===== src/hw/rtl/ple_pkg.sv =====
// ple_pkg: shared types and constants for the positional list engine.
// Holds the controller states, datapath micro-ops, command codes and status struct.
// No dependencies.
`default_nettype none

package ple_pkg;

    // Storage size and derived widths
    localparam int CAPACITY = 32;
    localparam int ADDR_W   = $clog2(CAPACITY);
    localparam int LEN_W    = $clog2(CAPACITY + 1);
    localparam int PW       = (LEN_W > 6) ? LEN_W : 6;
    localparam int AMT_W    = 16;
    localparam int CNT_W    = $clog2(AMT_W);
    localparam int DATA_W   = 32;

    // Command codes
    localparam logic [2:0] CMD_INSERT  = 3'd0;
    localparam logic [2:0] CMD_REMOVE  = 3'd1;
    localparam logic [2:0] CMD_DUMP    = 3'd2;
    localparam logic [2:0] CMD_MOVE    = 3'd3;
    localparam logic [2:0] CMD_REVERSE = 3'd4;
    localparam logic [2:0] CMD_ROT_L   = 3'd5;
    localparam logic [2:0] CMD_ROT_R   = 3'd6;

    // Controller states
    typedef enum logic [4:0] {
        ST_IDLE,
        ST_DECODE,
        ST_INS_INIT,
        ST_INS_CHK,
        ST_INS_RD,
        ST_INS_WR,
        ST_INS_PUT,
        ST_DEL_INIT,
        ST_DEL_CHK,
        ST_DEL_RD,
        ST_DEL_WR,
        ST_DEL_DONE,
        ST_MV_RD,
        ST_MV_CAP,
        ST_DUMP_INIT,
        ST_DUMP_RD,
        ST_DUMP_EMIT,
        ST_DUMP_EMPTY,
        ST_MOD,
        ST_ROT_CHK,
        ST_KSET,
        ST_RV_SET,
        ST_RV_CHK,
        ST_RV_RD1,
        ST_RV_RD2,
        ST_RV_W1,
        ST_RV_W2
    } t_state;

    // Datapath micro-ops, one per cycle
    typedef enum logic [4:0] {
        UOP_NONE,
        UOP_LOAD,
        UOP_INS_INIT,
        UOP_INS_RD,
        UOP_INS_WR,
        UOP_INS_PUT,
        UOP_DEL_INIT,
        UOP_DEL_RD,
        UOP_DEL_WR,
        UOP_DEL_DONE,
        UOP_MV_RD,
        UOP_MV_CAP,
        UOP_DUMP_INIT,
        UOP_DUMP_RD,
        UOP_DUMP_EMIT,
        UOP_DUMP_EMPTY,
        UOP_MOD_STEP,
        UOP_KSET_L,
        UOP_KSET_R,
        UOP_RV_SET0K,
        UOP_RV_SETKL,
        UOP_RV_SET0L,
        UOP_RV_RD1,
        UOP_RV_RD2,
        UOP_RV_W1,
        UOP_RV_W2
    } t_uop;

    // Datapath status back to the controller
    typedef struct packed {
        logic [2:0] cmd;
        logic       ins_ok;
        logic       del_ok;
        logic       mv_ok;
        logic       len_zero;
        logic       ins_more;
        logic       del_more;
        logic       dump_last;
        logic       rv_more;
        logic       mod_last;
        logic       rem_zero;
    } t_status;

endpackage

`default_nettype wire


===== src/hw/rtl/positional_list_engine.sv =====
// Positional list engine: ordered store of up to CAPACITY signed words.
// Insert and remove shift the store one moved element at a time (check, read, write), dump
// reads and emits each element in turn, reverse swaps pairs (check, read both, write both),
// rotate runs 16 remainder steps plus three reverses, and move is a remove then an insert.
// One item at a time, bounded by the single-read/single-write element memory.
// Sync active-low reset clears length and control; the receiver cannot stall.
`default_nettype none

module positional_list_engine (
    input  wire logic               i_clk,
    input  wire logic               i_rst_n,
    input  wire logic               start,
    output logic                    busy,
    input  wire logic [2:0]         i_command,
    input  wire logic signed [31:0] i_value,
    input  wire logic [5:0]         i_pos_a,
    input  wire logic [5:0]         i_pos_b,
    input  wire logic [15:0]        i_amount,
    output logic                    o_valid,
    output logic signed [31:0]      o_element,
    output logic                    o_last,
    output logic                    o_empty_res
);

    ple_pkg::t_uop    uop;
    ple_pkg::t_status status;

    // Sequencer
    ple_ctrl u_ctrl (
        .i_clk    (i_clk),
        .i_rst_n  (i_rst_n),
        .start    (start),
        .i_status (status),
        .o_uop    (uop),
        .busy     (busy)
    );

    // Storage and arithmetic
    ple_dp u_dp (
        .i_clk       (i_clk),
        .i_rst_n     (i_rst_n),
        .i_uop       (uop),
        .i_command   (i_command),
        .i_value     (i_value),
        .i_pos_a     (i_pos_a),
        .i_pos_b     (i_pos_b),
        .i_amount    (i_amount),
        .o_status    (status),
        .o_valid     (o_valid),
        .o_element   (o_element),
        .o_last      (o_last),
        .o_empty_res (o_empty_res)
    );

endmodule

`default_nettype wire


===== src/hw/rtl/ple_dp.sv =====
// ple_dp: datapath of the positional list engine: element memory, length,
// walk pointers, remainder unit and registered result port. Uses ple_pkg.
`default_nettype none

module ple_dp (
    input  wire logic                         i_clk,
    input  wire logic                         i_rst_n,
    input  wire ple_pkg::t_uop                i_uop,
    input  wire logic [2:0]                   i_command,
    input  wire logic signed [31:0]           i_value,
    input  wire logic [5:0]                   i_pos_a,
    input  wire logic [5:0]                   i_pos_b,
    input  wire logic [15:0]                  i_amount,
    output ple_pkg::t_status                  o_status,
    output logic                              o_valid,
    output logic signed [31:0]                o_element,
    output logic                              o_last,
    output logic                              o_empty_res
);

    localparam int PW = ple_pkg::PW;
    localparam int AW = ple_pkg::ADDR_W;
    localparam int DW = ple_pkg::DATA_W;

    // Element store
    logic [DW-1:0] mem [ple_pkg::CAPACITY];

    logic [2:0]                  r_cmd;
    logic [DW-1:0]               r_val, r_tmp, r_rdata;
    logic [PW-1:0]               r_pa, r_pb, r_ip, r_len, r_idx, r_lo, r_hi, r_k;
    logic [ple_pkg::AMT_W-1:0]   r_amt;
    logic [PW:0]                 r_rem;
    logic [ple_pkg::CNT_W-1:0]   r_cnt;
    logic                        r_ov, r_olast, r_oempty;
    logic [DW-1:0]               r_oelem;

    logic [AW-1:0] raddr, waddr;
    logic [DW-1:0] wdata;
    logic          we;
    logic [PW:0]   rem_sh;
    logic [PW-1:0] hi_m1;

    assign hi_m1  = r_hi - PW'(1);
    assign rem_sh = {r_rem[PW-1:0], r_amt[ple_pkg::AMT_W-1]};

    // Memory address and data selection
    always_comb begin
        raddr = r_idx[AW-1:0];
        waddr = r_idx[AW-1:0];
        wdata = r_rdata;
        we    = 1'b0;
        case (i_uop)
            ple_pkg::UOP_INS_RD:  raddr = AW'(r_idx - PW'(1));
            ple_pkg::UOP_DEL_RD:  raddr = AW'(r_idx + PW'(1));
            ple_pkg::UOP_MV_RD:   raddr = r_pa[AW-1:0];
            ple_pkg::UOP_DUMP_RD: raddr = r_idx[AW-1:0];
            ple_pkg::UOP_RV_RD1:  raddr = r_lo[AW-1:0];
            ple_pkg::UOP_RV_RD2:  raddr = hi_m1[AW-1:0];
            ple_pkg::UOP_INS_WR:  we = 1'b1;
            ple_pkg::UOP_DEL_WR:  we = 1'b1;
            ple_pkg::UOP_INS_PUT: begin
                we    = 1'b1;
                waddr = r_ip[AW-1:0];
                wdata = r_val;
            end
            ple_pkg::UOP_RV_W1: begin
                we    = 1'b1;
                waddr = r_lo[AW-1:0];
            end
            ple_pkg::UOP_RV_W2: begin
                we    = 1'b1;
                waddr = hi_m1[AW-1:0];
                wdata = r_tmp;
            end
            default: ;
        endcase
    end

    always_ff @(posedge i_clk) begin
        if (we) begin
            mem[waddr] <= wdata;
        end
        r_rdata <= mem[raddr];
    end

    // Working registers
    always_ff @(posedge i_clk) begin
        if (!i_rst_n) begin
            r_len <= '0;
        end else begin
            case (i_uop)
                ple_pkg::UOP_INS_PUT:  r_len <= r_len + PW'(1);
                ple_pkg::UOP_DEL_DONE: r_len <= r_len - PW'(1);
                default: ;
            endcase
        end
        case (i_uop)
            ple_pkg::UOP_LOAD: begin
                r_cmd <= i_command;
                r_val <= DW'(i_value);
                r_pa  <= PW'(i_pos_a);
                r_pb  <= PW'(i_pos_b);
                r_ip  <= PW'(i_pos_a);
                r_amt <= i_amount;
                r_rem <= '0;
                r_cnt <= '0;
            end
            ple_pkg::UOP_INS_INIT:  r_idx <= r_len;
            ple_pkg::UOP_INS_WR:    r_idx <= r_idx - PW'(1);
            ple_pkg::UOP_DEL_INIT:  r_idx <= r_pa;
            ple_pkg::UOP_DEL_WR:    r_idx <= r_idx + PW'(1);
            ple_pkg::UOP_MV_CAP: begin
                r_val <= r_rdata;
                r_ip  <= r_pb;
            end
            ple_pkg::UOP_DUMP_INIT: r_idx <= '0;
            ple_pkg::UOP_DUMP_EMIT: r_idx <= r_idx + PW'(1);
            ple_pkg::UOP_MOD_STEP: begin
                r_rem <= (rem_sh >= {1'b0, r_len}) ? rem_sh - {1'b0, r_len} : rem_sh;
                r_amt <= r_amt << 1;
                r_cnt <= r_cnt + ple_pkg::CNT_W'(1);
            end
            ple_pkg::UOP_KSET_L:    r_k <= r_rem[PW-1:0];
            ple_pkg::UOP_KSET_R:    r_k <= r_len - r_rem[PW-1:0];
            ple_pkg::UOP_RV_SET0K: begin
                r_lo <= '0;
                r_hi <= r_k;
            end
            ple_pkg::UOP_RV_SETKL: begin
                r_lo <= r_k;
                r_hi <= r_len;
            end
            ple_pkg::UOP_RV_SET0L: begin
                r_lo <= '0;
                r_hi <= r_len;
            end
            ple_pkg::UOP_RV_RD2:    r_tmp <= r_rdata;
            ple_pkg::UOP_RV_W2: begin
                r_lo <= r_lo + PW'(1);
                r_hi <= hi_m1;
            end
            default: ;
        endcase
    end

    // Result register: one-cycle strobe
    always_ff @(posedge i_clk) begin
        if (!i_rst_n) begin
            r_ov <= 1'b0;
        end else begin
            r_ov <= (i_uop == ple_pkg::UOP_DUMP_EMIT) || (i_uop == ple_pkg::UOP_DUMP_EMPTY);
        end
        if (i_uop == ple_pkg::UOP_DUMP_EMPTY) begin
            r_oelem  <= '0;
            r_olast  <= 1'b1;
            r_oempty <= 1'b1;
        end else begin
            r_oelem  <= r_rdata;
            r_olast  <= (r_idx + PW'(1)) == r_len;
            r_oempty <= 1'b0;
        end
    end

    assign o_valid     = r_ov;
    assign o_element   = signed'(r_oelem);
    assign o_last      = r_olast;
    assign o_empty_res = r_oempty;

    // Status
    always_comb begin
        o_status.cmd       = r_cmd;
        o_status.ins_ok    = (r_len < PW'(ple_pkg::CAPACITY)) && (r_pa <= r_len);
        o_status.del_ok    = r_pa < r_len;
        o_status.mv_ok     = (r_pa < r_len) && (r_pb < r_len);
        o_status.len_zero  = r_len == '0;
        o_status.ins_more  = r_idx > r_ip;
        o_status.del_more  = (r_idx + PW'(1)) < r_len;
        o_status.dump_last = (r_idx + PW'(1)) == r_len;
        o_status.rv_more   = (r_lo + PW'(1)) < r_hi;
        o_status.mod_last  = r_cnt == ple_pkg::CNT_W'(ple_pkg::AMT_W - 1);
        o_status.rem_zero  = r_rem == '0;
    end

endmodule

`default_nettype wire


===== src/hw/rtl/ple_ctrl.sv =====
// ple_ctrl: controller state machine of the positional list engine.
// Issues one datapath micro-op per cycle from state and status. Uses ple_pkg.
`default_nettype none

module ple_ctrl (
    input  wire logic              i_clk,
    input  wire logic              i_rst_n,
    input  wire logic              start,
    input  wire ple_pkg::t_status  i_status,
    output ple_pkg::t_uop          o_uop,
    output logic                   busy
);

    ple_pkg::t_state r_state, n_state;
    logic [1:0]      r_phase, n_phase;
    logic            r_mv, n_mv;

    always_ff @(posedge i_clk) begin
        if (!i_rst_n) begin
            r_state <= ple_pkg::ST_IDLE;
            r_phase <= '0;
            r_mv    <= 1'b0;
        end else begin
            r_state <= n_state;
            r_phase <= n_phase;
            r_mv    <= n_mv;
        end
    end

    // Next state
    always_comb begin
        n_state = r_state;
        n_phase = r_phase;
        n_mv    = r_mv;
        case (r_state)
            ple_pkg::ST_IDLE: begin
                if (start) begin
                    n_state = ple_pkg::ST_DECODE;
                    n_mv    = 1'b0;
                end
            end
            ple_pkg::ST_DECODE: begin
                case (i_status.cmd)
                    ple_pkg::CMD_INSERT:
                        n_state = i_status.ins_ok ? ple_pkg::ST_INS_INIT : ple_pkg::ST_IDLE;
                    ple_pkg::CMD_REMOVE:
                        n_state = i_status.del_ok ? ple_pkg::ST_DEL_INIT : ple_pkg::ST_IDLE;
                    ple_pkg::CMD_MOVE:
                        n_state = i_status.mv_ok ? ple_pkg::ST_MV_RD : ple_pkg::ST_IDLE;
                    ple_pkg::CMD_DUMP:
                        n_state = i_status.len_zero ? ple_pkg::ST_DUMP_EMPTY
                                                    : ple_pkg::ST_DUMP_INIT;
                    ple_pkg::CMD_REVERSE: begin
                        n_state = ple_pkg::ST_RV_SET;
                        n_phase = 2'd2;
                    end
                    ple_pkg::CMD_ROT_L, ple_pkg::CMD_ROT_R:
                        n_state = i_status.len_zero ? ple_pkg::ST_IDLE : ple_pkg::ST_MOD;
                    default: n_state = ple_pkg::ST_IDLE;
                endcase
            end
            ple_pkg::ST_INS_INIT: n_state = ple_pkg::ST_INS_CHK;
            ple_pkg::ST_INS_CHK:
                n_state = i_status.ins_more ? ple_pkg::ST_INS_RD : ple_pkg::ST_INS_PUT;
            ple_pkg::ST_INS_RD:   n_state = ple_pkg::ST_INS_WR;
            ple_pkg::ST_INS_WR:   n_state = ple_pkg::ST_INS_CHK;
            ple_pkg::ST_INS_PUT:  n_state = ple_pkg::ST_IDLE;
            ple_pkg::ST_DEL_INIT: n_state = ple_pkg::ST_DEL_CHK;
            ple_pkg::ST_DEL_CHK:
                n_state = i_status.del_more ? ple_pkg::ST_DEL_RD : ple_pkg::ST_DEL_DONE;
            ple_pkg::ST_DEL_RD:   n_state = ple_pkg::ST_DEL_WR;
            ple_pkg::ST_DEL_WR:   n_state = ple_pkg::ST_DEL_CHK;
            ple_pkg::ST_DEL_DONE:
                n_state = r_mv ? ple_pkg::ST_INS_INIT : ple_pkg::ST_IDLE;
            ple_pkg::ST_MV_RD:    n_state = ple_pkg::ST_MV_CAP;
            ple_pkg::ST_MV_CAP: begin
                n_state = ple_pkg::ST_DEL_INIT;
                n_mv    = 1'b1;
            end
            ple_pkg::ST_DUMP_INIT: n_state = ple_pkg::ST_DUMP_RD;
            ple_pkg::ST_DUMP_RD:   n_state = ple_pkg::ST_DUMP_EMIT;
            ple_pkg::ST_DUMP_EMIT:
                n_state = i_status.dump_last ? ple_pkg::ST_IDLE : ple_pkg::ST_DUMP_RD;
            ple_pkg::ST_DUMP_EMPTY: n_state = ple_pkg::ST_IDLE;
            ple_pkg::ST_MOD:
                if (i_status.mod_last) begin
                    n_state = ple_pkg::ST_ROT_CHK;
                end
            ple_pkg::ST_ROT_CHK:
                n_state = i_status.rem_zero ? ple_pkg::ST_IDLE : ple_pkg::ST_KSET;
            ple_pkg::ST_KSET: begin
                n_state = ple_pkg::ST_RV_SET;
                n_phase = 2'd0;
            end
            ple_pkg::ST_RV_SET:   n_state = ple_pkg::ST_RV_CHK;
            ple_pkg::ST_RV_CHK: begin
                if (i_status.rv_more) begin
                    n_state = ple_pkg::ST_RV_RD1;
                end else if (r_phase == 2'd2) begin
                    n_state = ple_pkg::ST_IDLE;
                end else begin
                    n_state = ple_pkg::ST_RV_SET;
                    n_phase = r_phase + 2'd1;
                end
            end
            ple_pkg::ST_RV_RD1:   n_state = ple_pkg::ST_RV_RD2;
            ple_pkg::ST_RV_RD2:   n_state = ple_pkg::ST_RV_W1;
            ple_pkg::ST_RV_W1:    n_state = ple_pkg::ST_RV_W2;
            ple_pkg::ST_RV_W2:    n_state = ple_pkg::ST_RV_CHK;
            default:              n_state = ple_pkg::ST_IDLE;
        endcase
    end

    // Micro-op outputs
    always_comb begin
        o_uop = ple_pkg::UOP_NONE;
        case (r_state)
            ple_pkg::ST_IDLE:
                if (start) begin
                    o_uop = ple_pkg::UOP_LOAD;
                end
            ple_pkg::ST_INS_INIT:   o_uop = ple_pkg::UOP_INS_INIT;
            ple_pkg::ST_INS_RD:     o_uop = ple_pkg::UOP_INS_RD;
            ple_pkg::ST_INS_WR:     o_uop = ple_pkg::UOP_INS_WR;
            ple_pkg::ST_INS_PUT:    o_uop = ple_pkg::UOP_INS_PUT;
            ple_pkg::ST_DEL_INIT:   o_uop = ple_pkg::UOP_DEL_INIT;
            ple_pkg::ST_DEL_RD:     o_uop = ple_pkg::UOP_DEL_RD;
            ple_pkg::ST_DEL_WR:     o_uop = ple_pkg::UOP_DEL_WR;
            ple_pkg::ST_DEL_DONE:   o_uop = ple_pkg::UOP_DEL_DONE;
            ple_pkg::ST_MV_RD:      o_uop = ple_pkg::UOP_MV_RD;
            ple_pkg::ST_MV_CAP:     o_uop = ple_pkg::UOP_MV_CAP;
            ple_pkg::ST_DUMP_INIT:  o_uop = ple_pkg::UOP_DUMP_INIT;
            ple_pkg::ST_DUMP_RD:    o_uop = ple_pkg::UOP_DUMP_RD;
            ple_pkg::ST_DUMP_EMIT:  o_uop = ple_pkg::UOP_DUMP_EMIT;
            ple_pkg::ST_DUMP_EMPTY: o_uop = ple_pkg::UOP_DUMP_EMPTY;
            ple_pkg::ST_MOD:        o_uop = ple_pkg::UOP_MOD_STEP;
            ple_pkg::ST_KSET:
                o_uop = (i_status.cmd == ple_pkg::CMD_ROT_R) ? ple_pkg::UOP_KSET_R
                                                             : ple_pkg::UOP_KSET_L;
            ple_pkg::ST_RV_SET: begin
                case (r_phase)
                    2'd0:    o_uop = ple_pkg::UOP_RV_SET0K;
                    2'd1:    o_uop = ple_pkg::UOP_RV_SETKL;
                    default: o_uop = ple_pkg::UOP_RV_SET0L;
                endcase
            end
            ple_pkg::ST_RV_RD1:     o_uop = ple_pkg::UOP_RV_RD1;
            ple_pkg::ST_RV_RD2:     o_uop = ple_pkg::UOP_RV_RD2;
            ple_pkg::ST_RV_W1:      o_uop = ple_pkg::UOP_RV_W1;
            ple_pkg::ST_RV_W2:      o_uop = ple_pkg::UOP_RV_W2;
            default:                o_uop = ple_pkg::UOP_NONE;
        endcase
    end

    assign busy = r_state != ple_pkg::ST_IDLE;

endmodule

`default_nettype wire

===== config.mk =====
export PLATFORM = sky130hd
export DESIGN_NAME = positional_list_engine
export DESIGN_NICKNAME = d
export VERILOG_FILES = /design/src/hw/rtl/ple_pkg.sv /design/src/hw/rtl/positional_list_engine.sv /design/src/hw/rtl/ple_dp.sv /design/src/hw/rtl/ple_ctrl.sv
export SDC_FILE = /design/constraint.sdc
export NUM_CORES = 2
export LEC_CHECK = 0
export ABC_CLOCK_PERIOD_IN_PS = 8100
export BUFFER_PORTS_ARGS = -buffer_cell sky130_fd_sc_hd__buf_2
export CORE_UTILIZATION = 35
export DETAILED_ROUTE_END_ITERATION = 16
export GPL_TIMING_DRIVEN = 0
export SYNTH_ARGS = -nofsm -noshare
export SYNTH_HDL_FRONTEND = slang
export SYNTH_SLANG_ARGS = --single-unit

===== constraint.sdc =====
create_clock -name i_clk -period 8.1 [get_ports i_clk]
set_input_delay 1.62 -clock i_clk [delete_from_list [all_inputs] [get_ports i_clk]]
set_output_delay 1.62 -clock i_clk [all_outputs]
set_load 0.02 [all_outputs]

==> impl_metrics.ini <==
[finish]
area_growth_pct = 15.06
regArea_um2 = 36460
multi_input_area_um2 = 12800
nFillCells = 13094
num_antenna_cells = 0
layout-drive-gt1-share_pct = 12.44
fin_util_pct = 40.77
fin_nets = 4143
instances_no_fill = 6013

[die]
start_util_pct = 35.43
die_area_um2 = 145400
die_w_um = 381.3
fp.dieH_um = 381.3
fp.coreArea_um2 = 142100
ios = 102
rows = 138

[critical_path]
worstPathRequired_ns = 8.65
arrival_ns = 6.06
endpoint = u_dp.r_rdata[5]$_DFF_P_
crit_chain = buf_2, nor4b_1, a211oi_1, o211ai_2, mux2i_1, mux2i_1, nor2b_1, nand2_1, clkbuf_1, o22ai_1, nor4_1
cp-end-kind = register
reg2regPathDepth = 12
path_common_cell = mux2i_1
reg2reg_from = u_dp.r_cmd[1]$_DFFE_PP_
crit_type = input port to register
r2r-end = u_dp.r_rdata[5]$_DFF_P_
startpoint = start
critPathMaxStageDelay_ns = 0.93
worst_path_max_delay_cell = nor4_1
cp_max_fo = 10
rrSetupSlack_ns = 2.64
start_kind = input port

[placement]
hpwl_um = 111200
io_buffers = 101
gp_congestion = 0.9143
dpl.cell_count = 5792

[timing]
max-slew-margin-rel_pct = 4.669
drv_slew = 0
clock-skew-final_ns = 0.06144
rsz0062_at_grt = no
worst_slew_pin_slew_ns = 1.427
setup_violations = 0
fin_crit_ns = 5.507
fin_setup_tns_ns = 0
hold_viol_final = 0
fmax_mhz = 181.6
whs_ns = 0.4689
post-route-period-util_pct = 67.98

[run]
max-cap-violations = 0

[routing]
via_count = 34447
vias_per_cell = 5.729
drt.antenna.violating_nets = 0
drt_iter0_markers = 4958
wl_per_cell_um = 27.53
routed_wl_um = 165600
drc_errors = 0
drtPass1Iterations = 8

[cts]
cts-buffers-inserted = 118
cts_tree = built
clk_pin_slew_ns = 0.06
insertion_delay_ns = 0.78
cts_hold_repair.buffers = 0
post_cts_buffers = 0
clock_path_buffers = 3
htreeDepth = 3
cts_resized = 0
cts_sinks = 1241
root_buffer = clkbuf_16

[synthesis]
ys_seq_elements = 1241
ys.warnings.count = 0
ys_seq_area_share_pct = 72.41
synthCells = 3768
synth_cell_types = 73
synth_top_area_cell = edfxtp_1
synth_edf_count = 1160
avgSynthCellArea_um2 = 13.36
syn_nets = 3889
synthTopCellsByArea = edfxtp_1, nand2_1, a32oi_1
syn_area_um2 = 50350
synth_top_area_share_pct = 69.19
async_reset_ff_share_pct = 0
synth_ff_type = edfxtp_1

[global_route]
antenna_found_initial = 4
grt_pass1_wl_um = 233900
grt_overflow_total = 0
grtUsageTotal_pct = 22.23
first_global_vias = 32803
grt_max_degree = 39

[power_and_ir_drop]
p_per_area_nw_per_um2 = 413.3
leakagePower_nw = 19.39
ir_drop_mv = 0.2582

[min_path]
hold_path.class = register to register

[outcome]
outcome = finished clean
-- layout by cell type (no fill, tap or decap), types with 10 or more instances in the layout --
cell type,n
nor2_1,60
buf_12,30
nor2b_1,21
buf_2,213
nand2b_1,16
o21a_1,14
clkbuf_1,123
ha_1,52
dfxtp_1,81
clkinv_1,27
o22ai_1,137
a21oi_1,300
a22oi_1,35
a32oi_1,259
buf_1,27
nand2_1,938
nor4_1,35
mux2_2,40
xor2_1,10
xnor2_1,24
inv_1,48
clkinv_2,24
nor3_1,16
and2_1,43
nand3_1,23
o21ai_0,33
buf_4,13
edfxtp_1,1160
clkbuf_16,121
nor2_4,32
mux2i_1,10
a21o_1,11
-- metal layers --
| metal | GRT usage, % | vias to the layer above | routed length [um] |
|---|---|---|---|
| li1 | - | 14774 | - |
| met1 | 30.21 | 17249 | 65300 |
| met2 | 35.00 | 2119 | 75840 |
| met3 | 4.848 | 301 | 19110 |
| met4 | 7.831 | 4 | 5287 |
| met5 | 0 | - | 27 |
-- Yosys cell counts (40+ instances only) --
master / instances
dfxtp_1: 81
ha_1: 52
o22ai_1: 137
a21oi_1: 300
nor2_1: 92
mux2_2: 40
buf_2: 112
edfxtp_1: 1160
nand2_1: 938
a32oi_1: 259
clkbuf_1: 95
and2_1: 43
inv_1: 48
-- logic make-up after synthesis --
| group | synth area share (%) |
|---|---|
| fa+ha+maj | 1.451 |
| mux | 1.210 |
| compound gates | 11.49 |
| xor+xnor | 0.5915 |
| buf+inv | 2.642 |
| flops | 72.41 |
| simple gates | 10.21 |
-- critical path: cells and delay by family --
kind | cells | cell delay (ns)
AOI/OAI and AO/OA | 3 | 0.72
buffers and inverters | 2 | 0.91
muxes | 2 | 0.55
and+or+nand+nor | 4 | 2.23
-- worst min-delay path by stage --
stage	endpoint	depth (start not counted)	start	slack [ns]
CTS	u_dp.r_tmp[24]$_DFFE_PN_	0	u_dp.r_rdata[24]$_DFF_P_	0.47
detailed placement	u_dp.r_tmp[5]$_DFFE_PN_	0	u_dp.r_rdata[5]$_DFF_P_	0.46
floorplan	u_dp.r_tmp[0]$_DFFE_PN_	0	u_dp.r_rdata[0]$_DFF_P_	0.44
global route	u_dp.r_tmp[24]$_DFFE_PN_	0	u_dp.r_rdata[24]$_DFF_P_	0.49
finish	u_dp.r_tmp[5]$_DFFE_PN_	0	u_dp.r_rdata[5]$_DFF_P_	0.47
global placement	u_dp.r_tmp[24]$_DFFE_PN_	0	u_dp.r_rdata[24]$_DFF_P_	0.46
-- power breakdown --
group	leakage (nW)	internal [mW]	switching, mW
sequential	11.1	8.35	0.266
combinational	6.45	2.42	7.44
clock	1.86	3.02	2.45
-- cell type report --
| type | count | area share, % |
|---|---|---|
| inverter | 48 | 0.3110 |
| timing repair buffer | 134 | 2.052 |
| tap | 1890 | 4.082 |
| clock inverter | 66 | 0.9913 |
| clock buffer | 155 | 5.551 |
| multi-input combinational | 2229 | 22.10 |
| buffer | 250 | 1.985 |
| sequential | 1241 | 62.93 |
-- sequential cells by signal, indices dropped and copies added, names as in the netlist, 7 cells and up --
| register | count |
|---|---|
| u_dp.r_rdata | 32 |
| u_dp.r_amt | 16 |
| u_dp.r_val | 32 |
| u_dp.mem | 1024 |
| u_dp.o_element | 32 |
| u_dp.r_rem | 7 |
| u_dp.r_tmp | 32 |
-- per-stage QoR --
step / area (um2) / setup slack, ns / power (mW)
after detailed placement: 54140 / 2.112 / 18.27
after floorplan: 50350 / 3.168 / 14.07
after global placement: 53220 / 0.1302 / 18.13
after global routing: 57930 / 2.479 / 24.68
final: 57930 / 2.593 / 23.95
after CTS: 57930 / 2.879 / 23.67
(Power assumes the default switching activity.)
